**src/design/assert_macros.svh**
```systemverilog
// Assertion macros shared by the allocator RTL.
// Each macro expects clk and rst_n to be visible where it is used.
`ifndef ASSERT_MACROS_SVH
`define ASSERT_MACROS_SVH

// An expression that must hold at every clock edge outside reset.
`define RCBA_ASSERT_HOLD(label, expr) \
    label: assert property (@(posedge clk) disable iff (!rst_n) (expr)) \
        else $error("allocator invariant violated");

// A condition that must be followed by a consequence in the next cycle.
`define RCBA_ASSERT_NEXT(label, ante, cons) \
    label: assert property (@(posedge clk) disable iff (!rst_n) (ante) |=> (cons)) \
        else $error("allocator next-cycle check failed");

`endif

```
**src/design/rcba_pkg.sv**
```systemverilog
`timescale 1ns / 1ps
// Shared types, widths and codes for the buffer index allocator.
// No dependencies; imported by the free stack, the top level and the testbench.
package rcba_pkg;

    // Capacity and field widths.
    localparam int MAX_BUFS = 64;
    localparam int IDX_W    = 6;
    localparam int CNT_W    = 15;
    localparam int USED_W   = 7;

    // Request kinds.
    localparam logic KIND_ALLOC   = 1'b0;
    localparam logic KIND_RELEASE = 1'b1;

    // Result status codes.
    localparam logic [1:0] ST_OK         = 2'd0;
    localparam logic [1:0] ST_ZERO_COUNT = 2'd1;
    localparam logic [1:0] ST_FULL       = 2'd2;

    typedef logic [IDX_W-1:0]  idx_t;
    typedef logic [CNT_W-1:0]  cnt_t;
    typedef logic [USED_W-1:0] used_t;

    // Commands from the request logic to the free stack.
    typedef struct packed {
        logic push;
        logic pop;
        idx_t push_idx;
    } stack_ctl_t;

endpackage

```
**src/design/rcba_free_stack.sv**
```systemverilog
`timescale 1ns / 1ps
// LIFO free stack of released indices with the top entry held in a register.
// Depends on rcba_pkg for widths and the stack command struct.
module rcba_free_stack
    import rcba_pkg::*;
(
    input  logic       clk,
    input  logic       rst_n,
    input  stack_ctl_t ctl,
    output used_t      depth,
    output idx_t       tos
);

    idx_t  stack_mem [MAX_BUFS];
    used_t depth_reg;
    used_t depth_next;
    idx_t  tos_reg;
    idx_t  tos_next;
    idx_t  nos_reg;
    used_t rd_ptr;
    idx_t  rd_addr;

    // Depth after this cycle's push or pop; both never come together.
    always_comb
    begin
        depth_next = depth_reg;
        if (ctl.push)
        begin
            depth_next = depth_reg + USED_W'(1);
        end
        else if (ctl.pop)
        begin
            depth_next = depth_reg - USED_W'(1);
        end
    end

    // The new top is the pushed index, or the prefetched second entry on a pop.
    always_comb
    begin
        tos_next = tos_reg;
        if (ctl.push)
        begin
            tos_next = ctl.push_idx;
        end
        else if (ctl.pop)
        begin
            tos_next = nos_reg;
        end
    end

    // Prefetch the entry just below the next top; unused while depth is below two.
    assign rd_ptr  = depth_next - USED_W'(2);
    assign rd_addr = rd_ptr[IDX_W-1:0];

    always_ff @(posedge clk or negedge rst_n)
    begin
        if (!rst_n)
        begin
            depth_reg <= '0;
        end
        else
        begin
            depth_reg <= depth_next;
        end
    end

    always_ff @(posedge clk)
    begin
        tos_reg <= tos_next;
    end

    // Stack storage: push writes at the current depth, the prefetch read is registered.
    always_ff @(posedge clk)
    begin
        if (ctl.push)
        begin
            stack_mem[depth_reg[IDX_W-1:0]] <= ctl.push_idx;
        end
        nos_reg <= stack_mem[rd_addr];
    end

    assign depth = depth_reg;
    assign tos   = tos_reg;

endmodule

```
**src/design/ref_counted_buffer_index_allocator.sv**
```systemverilog
`timescale 1ns / 1ps
// Reference-counted buffer index allocator: top level with the count store.
// Depends on rcba_pkg, rcba_free_stack and assert_macros.svh.
// Path: a taken request is held in the request stage, and its result then in the output register.
// Throughput: one request per cycle unless m_tready stalls it; the count read has write bypass.
// Reset: asynchronous, clears the fill count, stack depth and valid flags; counts at or above
// the fill count read as zero, so no clearing pass is needed and requests are taken at once.
`include "assert_macros.svh"

module ref_counted_buffer_index_allocator
    import rcba_pkg::*;
(
    input  logic        clk,
    input  logic        rst_n,
    input  logic        s_tvalid,
    output logic        s_tready,
    input  logic [23:0] s_tdata,   // [14:0] use_count, [20:15] buf_index, [23:21] zero
    input  logic        s_tuser,   // [0] kind
    output logic        m_tvalid,
    input  logic        m_tready,
    output logic [15:0] m_tdata    // [5:0] granted_index, [7:6] status, [14:8] buffers_used,
                                   // [15] zero
);

    // Request stage.
    logic  a_valid_reg;
    logic  a_kind_reg;
    cnt_t  a_count_reg;
    idx_t  a_idx_reg;
    cnt_t  cnt_rd_reg;
    logic  accept;
    logic  advance;
    cnt_t  s_count;
    idx_t  s_idx;

    // Count store.
    cnt_t  cnt_mem [MAX_BUFS];
    logic  cnt_wr_en;
    idx_t  cnt_wr_addr;
    cnt_t  cnt_wr_data;

    // Allocation state and results.
    used_t next_fresh_reg;
    used_t next_fresh_next;
    stack_ctl_t stack_ctl;
    used_t stack_depth;
    idx_t  stack_tos;
    cnt_t  cnt_cur;
    idx_t  granted_next;
    logic [1:0] status_next;

    // Result register.
    logic  m_valid_reg;
    idx_t  m_granted_reg;
    logic [1:0] m_status_reg;
    used_t m_used_reg;

    assign s_count  = s_tdata[CNT_W-1:0];
    assign s_idx    = s_tdata[CNT_W+IDX_W-1:CNT_W];
    assign advance  = a_valid_reg && (!m_valid_reg || m_tready);
    assign s_tready = !a_valid_reg || advance;
    assign accept   = s_tvalid && s_tready;

    // Request stage valid flag.
    always_ff @(posedge clk or negedge rst_n)
    begin
        if (!rst_n)
        begin
            a_valid_reg <= 1'b0;
        end
        else if (s_tready)
        begin
            a_valid_reg <= s_tvalid;
        end
    end

    // Request payload and count read; a write in the same cycle is forwarded.
    always_ff @(posedge clk)
    begin
        if (accept)
        begin
            a_kind_reg  <= s_tuser;
            a_count_reg <= s_count;
            a_idx_reg   <= s_idx;
            if (cnt_wr_en && (cnt_wr_addr == s_idx))
            begin
                cnt_rd_reg <= cnt_wr_data;
            end
            else
            begin
                cnt_rd_reg <= cnt_mem[s_idx];
            end
        end
    end

    // Count store write port.
    always_ff @(posedge clk)
    begin
        if (cnt_wr_en)
        begin
            cnt_mem[cnt_wr_addr] <= cnt_wr_data;
        end
    end

    // An index at or above the fill count was never written and holds count zero.
    assign cnt_cur = ({1'b0, a_idx_reg} < next_fresh_reg) ? cnt_rd_reg : '0;

    // Allocate or release decision for the request in the stage.
    always_comb
    begin
        next_fresh_next    = next_fresh_reg;
        stack_ctl.push     = 1'b0;
        stack_ctl.pop      = 1'b0;
        stack_ctl.push_idx = a_idx_reg;
        cnt_wr_en          = 1'b0;
        cnt_wr_addr        = a_idx_reg;
        cnt_wr_data        = cnt_cur - CNT_W'(1);
        granted_next       = '0;
        status_next        = ST_OK;
        if (a_kind_reg == KIND_ALLOC)
        begin
            if (stack_depth != '0)
            begin
                stack_ctl.pop = advance;
                granted_next  = stack_tos;
                cnt_wr_en     = advance;
                cnt_wr_addr   = stack_tos;
                cnt_wr_data   = a_count_reg;
            end
            else if (next_fresh_reg != USED_W'(MAX_BUFS))
            begin
                next_fresh_next = next_fresh_reg + USED_W'(1);
                granted_next    = next_fresh_reg[IDX_W-1:0];
                cnt_wr_en       = advance;
                cnt_wr_addr     = next_fresh_reg[IDX_W-1:0];
                cnt_wr_data     = a_count_reg;
            end
            else
            begin
                status_next = ST_FULL;
            end
        end
        else
        begin
            if (cnt_cur == '0)
            begin
                status_next = ST_ZERO_COUNT;
            end
            else
            begin
                cnt_wr_en      = advance;
                stack_ctl.push = advance && (cnt_cur == CNT_W'(1));
            end
        end
    end

    rcba_free_stack u_free_stack (
        .clk   (clk),
        .rst_n (rst_n),
        .ctl   (stack_ctl),
        .depth (stack_depth),
        .tos   (stack_tos)
    );

    // Fill count: the number of indices ever handed out, which is also the next never-used index.
    always_ff @(posedge clk or negedge rst_n)
    begin
        if (!rst_n)
        begin
            next_fresh_reg <= '0;
        end
        else if (advance)
        begin
            next_fresh_reg <= next_fresh_next;
        end
    end

    // Result register valid flag.
    always_ff @(posedge clk or negedge rst_n)
    begin
        if (!rst_n)
        begin
            m_valid_reg <= 1'b0;
        end
        else if (advance)
        begin
            m_valid_reg <= 1'b1;
        end
        else if (m_tready)
        begin
            m_valid_reg <= 1'b0;
        end
    end

    // Result payload.
    always_ff @(posedge clk)
    begin
        if (advance)
        begin
            m_granted_reg <= granted_next;
            m_status_reg  <= status_next;
            m_used_reg    <= next_fresh_next;
        end
    end

    assign m_tvalid = m_valid_reg;
    assign m_tdata  = {1'b0, m_used_reg, m_status_reg, m_granted_reg};

    // The free stack never holds more entries than indices handed out so far.
    `RCBA_ASSERT_HOLD(a_depth_within_fresh, stack_depth <= next_fresh_reg)
    // The fill count never moves backward.
    `RCBA_ASSERT_NEXT(a_fresh_monotonic, 1'b1, next_fresh_reg >= $past(next_fresh_reg))
    // A full report is only given once every index has been handed out.
    `RCBA_ASSERT_HOLD(a_full_only_at_capacity,
        !(m_valid_reg && (m_status_reg == ST_FULL)) || (m_used_reg == USED_W'(MAX_BUFS)))

endmodule

```
**config.mk**
```make
export PLATFORM = sky130hd
export DESIGN_NAME = ref_counted_buffer_index_allocator
export DESIGN_NICKNAME = d
export VERILOG_FILES = /design/src/design/rcba_pkg.sv /design/src/design/rcba_free_stack.sv /design/src/design/ref_counted_buffer_index_allocator.sv
export VERILOG_INCLUDE_DIRS = /design/src /design/src/design
export SDC_FILE = /design/constraint.sdc
export NUM_CORES = 1
export LEC_CHECK = 0
export ABC_AREA = 1
export BUFFER_PORTS_ARGS = -buffer_cell sky130_fd_sc_hd__buf_2
export CORE_UTILIZATION = 45
export CTS_BUF_LIST = sky130_fd_sc_hd__clkbuf_8
export CTS_CLUSTER_SIZE = 24
export DETAILED_ROUTE_END_ITERATION = 10
export PLACE_DENSITY = 0.66
export SYNTH_ARGS = -nofsm -noshare
export SYNTH_HDL_FRONTEND = slang
export SYNTH_HIERARCHICAL = 1
export SYNTH_SLANG_ARGS = --single-unit
```
**constraint.sdc**
```tcl
create_clock -name clk -period 7.49 [get_ports clk]
set_input_delay 1.498 -clock clk [delete_from_list [all_inputs] [get_ports clk]]
set_output_delay 1.498 -clock clk [all_outputs]
set_load 0.05 [all_outputs]
```
==> summary.txt <==
Worst setup path
  – R2r endpoint: u_free_stack/nos_reg[5]
  – Worst setup EP type: register
  – Reg2reg start: next_fresh_reg[2]
  – Max FO, Critical Path: 50
  – Crit path top cell by count: nand2_1
  – Required @ worst endpoint: 8.35 ns
  – Delay-heaviest family, CP: simple AND/OR/NAND/NOR gates
  – Crit-path slowest cell: buf_4
  – Worst r2r path cells: 23
  – R2R Setup Slk: between 1.5 and 2 ns
  – CP Data Arrival Time: 6.42 ns
  – Worst path bufs/invs: 6
  – Setup Crit Path Kind: register to register
  – Crit-path max cell delay: 0.59 ns
  – Setup crit start kind: register
  – Critical Path Source: next_fresh_reg[2]
  – Cells along the critical path: inv_1, ha_1, nand2_1, inv_1, nand2_1, nand2_1, nand2_1, nand2_2, nor2_1, inv_1, ha_1, nor4_2, buf_4, nand2_1, nand3_4, buf_4, buf_4, nand3_1, nand3_1, nand3_1, nand3_1, nand3_1, nand2_1

Floorplan
  – Core footprint: between 0.1 and 0.15 mm2
  – DIE AREA: about 0.13 mm2
  – Row count: 133
  – Die Wd: 366 um
  – Die Ht: between 300 and 400 um
  – I/O pin count: 47
  – Starting Density: 45.4%

Final layout
  – Flip-flop count of the largest register after layout: 960
  – Register area: 0.0426 mm2
  – Area Overhead vs Synth: 10.2%
  – Ratio of cells with drive above 1 in the final layout: 10.2%
  – Multi-input gate area: 0.0139 mm2
  – Biggest register: cnt_mem
  – Nets: 5072
  – FILL cells: between 10000 and 15000

Hold path
  – WHS Endpoint: m_tvalid
  – Hold Path Class: register to register
  – Min-Delay Path Depth: 2
  – Worst Hold Launch: m_tvalid

Synth
  – Main synth FF type: edfxtp_1
  – Cells after synthesis: 4960
  – Netlist cell types: 50
  – Largest family of logic cells by synthesized area: simple AND/OR/NAND/NOR gates
  – Synth Area in Compound Gates: 8.10%
  – XOR/XNOR share of the synthesized area: 0.147%
  – Simple-gate portion of the synthesized area: about 15%
  – Syn. warnings: 6
  – Share of the synthesized area in the top cell type: 70.6%
  – Sequential area share after synthesis: a little under three quarters
  – Async set-or-reset flop fraction in the synthesized netlist: 1.12%
  – Synth Register Bits: roughly 1400
  – Post-synth top cells: edfxtp_1 (1402), nand3_1 (711), nor2_1 (650)
  – Syn Nets: 5003
  – Count leader, synth: edfxtp_1
  – Synth Area per Inst: roughly 12 um2
  – Post-synth EDFFs: 1402
  – Cell Area, Synth: 0.0596 mm2
  – Largest area contributor in the netlist: edfxtp_1
  – Area share of fa/ha/maj cells after synthesis: 0.294%
  – Mux cell area share after synthesis: less than 1%
  – Synth top area cells: edfxtp_1 (71%), nand3_1 (6.0%), o21ai_0 (4.2%)

Routing
  – DRC: 0
  – Post-DR wirelength/cell: 21.7 um
  – Routed wire length: around 150000 um
  – Starting DRT DRC Count: about 4700
  – Pre-Repair DR Iteration Count: 6
  – Vias/cell: 5.65
  – Via count: 39400
  – Final ANT Viol Nets: 0

CTS
  – CTS HTree Levels: 4
  – Clk_lat worst skew: just over 0.9 ns
  – Hold-fix buffers at CTS: 0
  – Root buf cell: clkbuf_8
  – TritonCTS Buffers: around 210
  – Clock transition at path regs: approximately 0.06 ns
  – CTS max path bufs: 3
  – Postcts setup bufs: 0
  – CTS sink cnt: between 1000 and 1500
  – TritonCTS clock tree: done
  – Post-CTS sizing: 0

GRT
  – Initial antenna violation count: 4
  – Largest net degree at the start of global routing: 170
  – GRT Total Usage: 22.2%
  – Global-route wire length before repair: 227000 um
  – GRT overflow: 0
  – Vias in the first global route: approximately 37000

Timing
  – Max-slew violation count: 0
  – RSZ-0062 raised after global routing: false
  – Final Setup Violations: 0
  – Worst setup margin: 1.93 ns
  – Final hold viol count: 0
  – Max frequency: between 150 and 200 MHz
  – Clk_skew: 0.0553 ns
  – Fin crit share: 74.2%
  – Crit path time final: 5.56 ns
  – Slew HR: 9.75%
  – Slew at the pin closest to its max-slew limit: 1.35 ns
  – Setup TNS: 0 ns

Power
  – Total power draw: 0.0208 W
  – Peak supply drop: 0.267 mV
  – Static leakage: 23.5 nW
  – PD cells: 317 mW/mm2

Placed design
  – Routability cong.: between 0.8 and 0.9
  – Detailed Place HPWL: 83000 um
  – Pre-CTS setup slack: 2.06 ns
  – IO buf count: 42

Run
  – MaxCap Viol Count: 0

Run status
  – Status: complete, no violations
==> layout make-up <==
type,count,share of cell area [%]
sequential,1424,64.9
multi-input combinational,2758,21.2
clock buffer,224,4.69
tap,1755,3.34
inverter,468,2.71
timing repair buffer,165,1.84
clock inverter,163,1.32
antenna,3,0.0114
==> placed cells by master (no fill, tap or decap), drive strengths merged, types with 14 or more instances in the layout <==
master / Yosys / layout
o221ai: 236 / 236
nand2: 541 / 541
nand4: 21 / 21
nor2: 660 / 660
dfrtp: 16 / 16
o21ai: 496 / 496
edfxtp: 1402 / 1402
ha: 14 / 14
nand3: 720 / 720
buf: 118 / 165
clkinv: 1 / 83
clkbuf: 192 / 224
inv: 467 / 538
o211ai: 17 / 17
==> power by group <==
group	switching, W	total [W]	internal [W]	leakage (nW)
registers	0.000137	0.00986	0.00973	12.9
logic	0.00387	0.00505	0.00118	8.31
clock network	0.00296	0.00591	0.00294	2.26
==> worst max path at each step <==
stage                              endpoint  slack (ns)  cells past startpoint
floorplan                     cnt_mem[0][1]        1.57                     10
detailed placement  u_free_stack/nos_reg[0]        2.06                     23
finish              u_free_stack/nos_reg[5]        1.93                     23
global placement    u_free_stack/nos_reg[0]        2.15                     23
global route        u_free_stack/nos_reg[5]        1.63                     23
CTS                 u_free_stack/nos_reg[0]        2.04                     23
==> cells by family after synthesis <==
logic type,count (synthesis)
XOR/XNOR,7
buffers and inverters,778
AO/OA/AOI/OAI,768
AND/OR/NAND/NOR,1967
adder cells (fa/ha/maj),14
other,1
flip-flops,1424
multiplexers,1
==> worst reg2reg max path, stage by stage (launching register included) <==
cell	delay, ns
dfrtp_1	0.41
inv_1	0.18
ha_1	0.29
nand2_1	0.08
inv_1	0.04
nand2_1	0.06
nand2_1	0.10
nand2_1	0.47
nand2_2	0.18
nor2_1	0.34
inv_1	0.14
ha_1	0.27
nor4_2	0.28
buf_4	0.35
nand2_1	0.20
nand3_4	0.11
buf_4	0.51
buf_4	0.59
nand3_1	0.27
nand3_1	0.16
nand3_1	0.14
nand3_1	0.19
nand3_1	0.08
nand2_1	0.08
==> stage by stage <==
| step | hold WS [ns] | area (um2) | instances | utilization, % |
|---|---|---|---|---|
| after floorplan | 0.471 | 59600 | 4960 | - |
| after global placement | 0.499 | 61800 | 6569 | 47.0 |
| after detailed placement | 0.521 | 61800 | 6569 | 47.0 |
| after CTS | 0.472 | 65700 | 6956 | 50.0 |
| after global routing | 0.545 | 65700 | 6959 | 50.0 |
| final | 0.529 | 65700 | 6960 | 50.0 |
==> layer usage <==
layer | share of wire (%) | routed length, um | global-route usage [%] | up-vias
met5 | 0.019 | 29 | 0 | -
met1 | 42 | 63500 | 31.7 | 19300
met3 | 9.2 | 13800 | 4.26 | 266
met2 | 46 | 69000 | 33.9 | 1870
met4 | 2.9 | 4360 | 8.15 | 6
li1 | - | - | - | 17900
(Power assumes the default switching activity.)
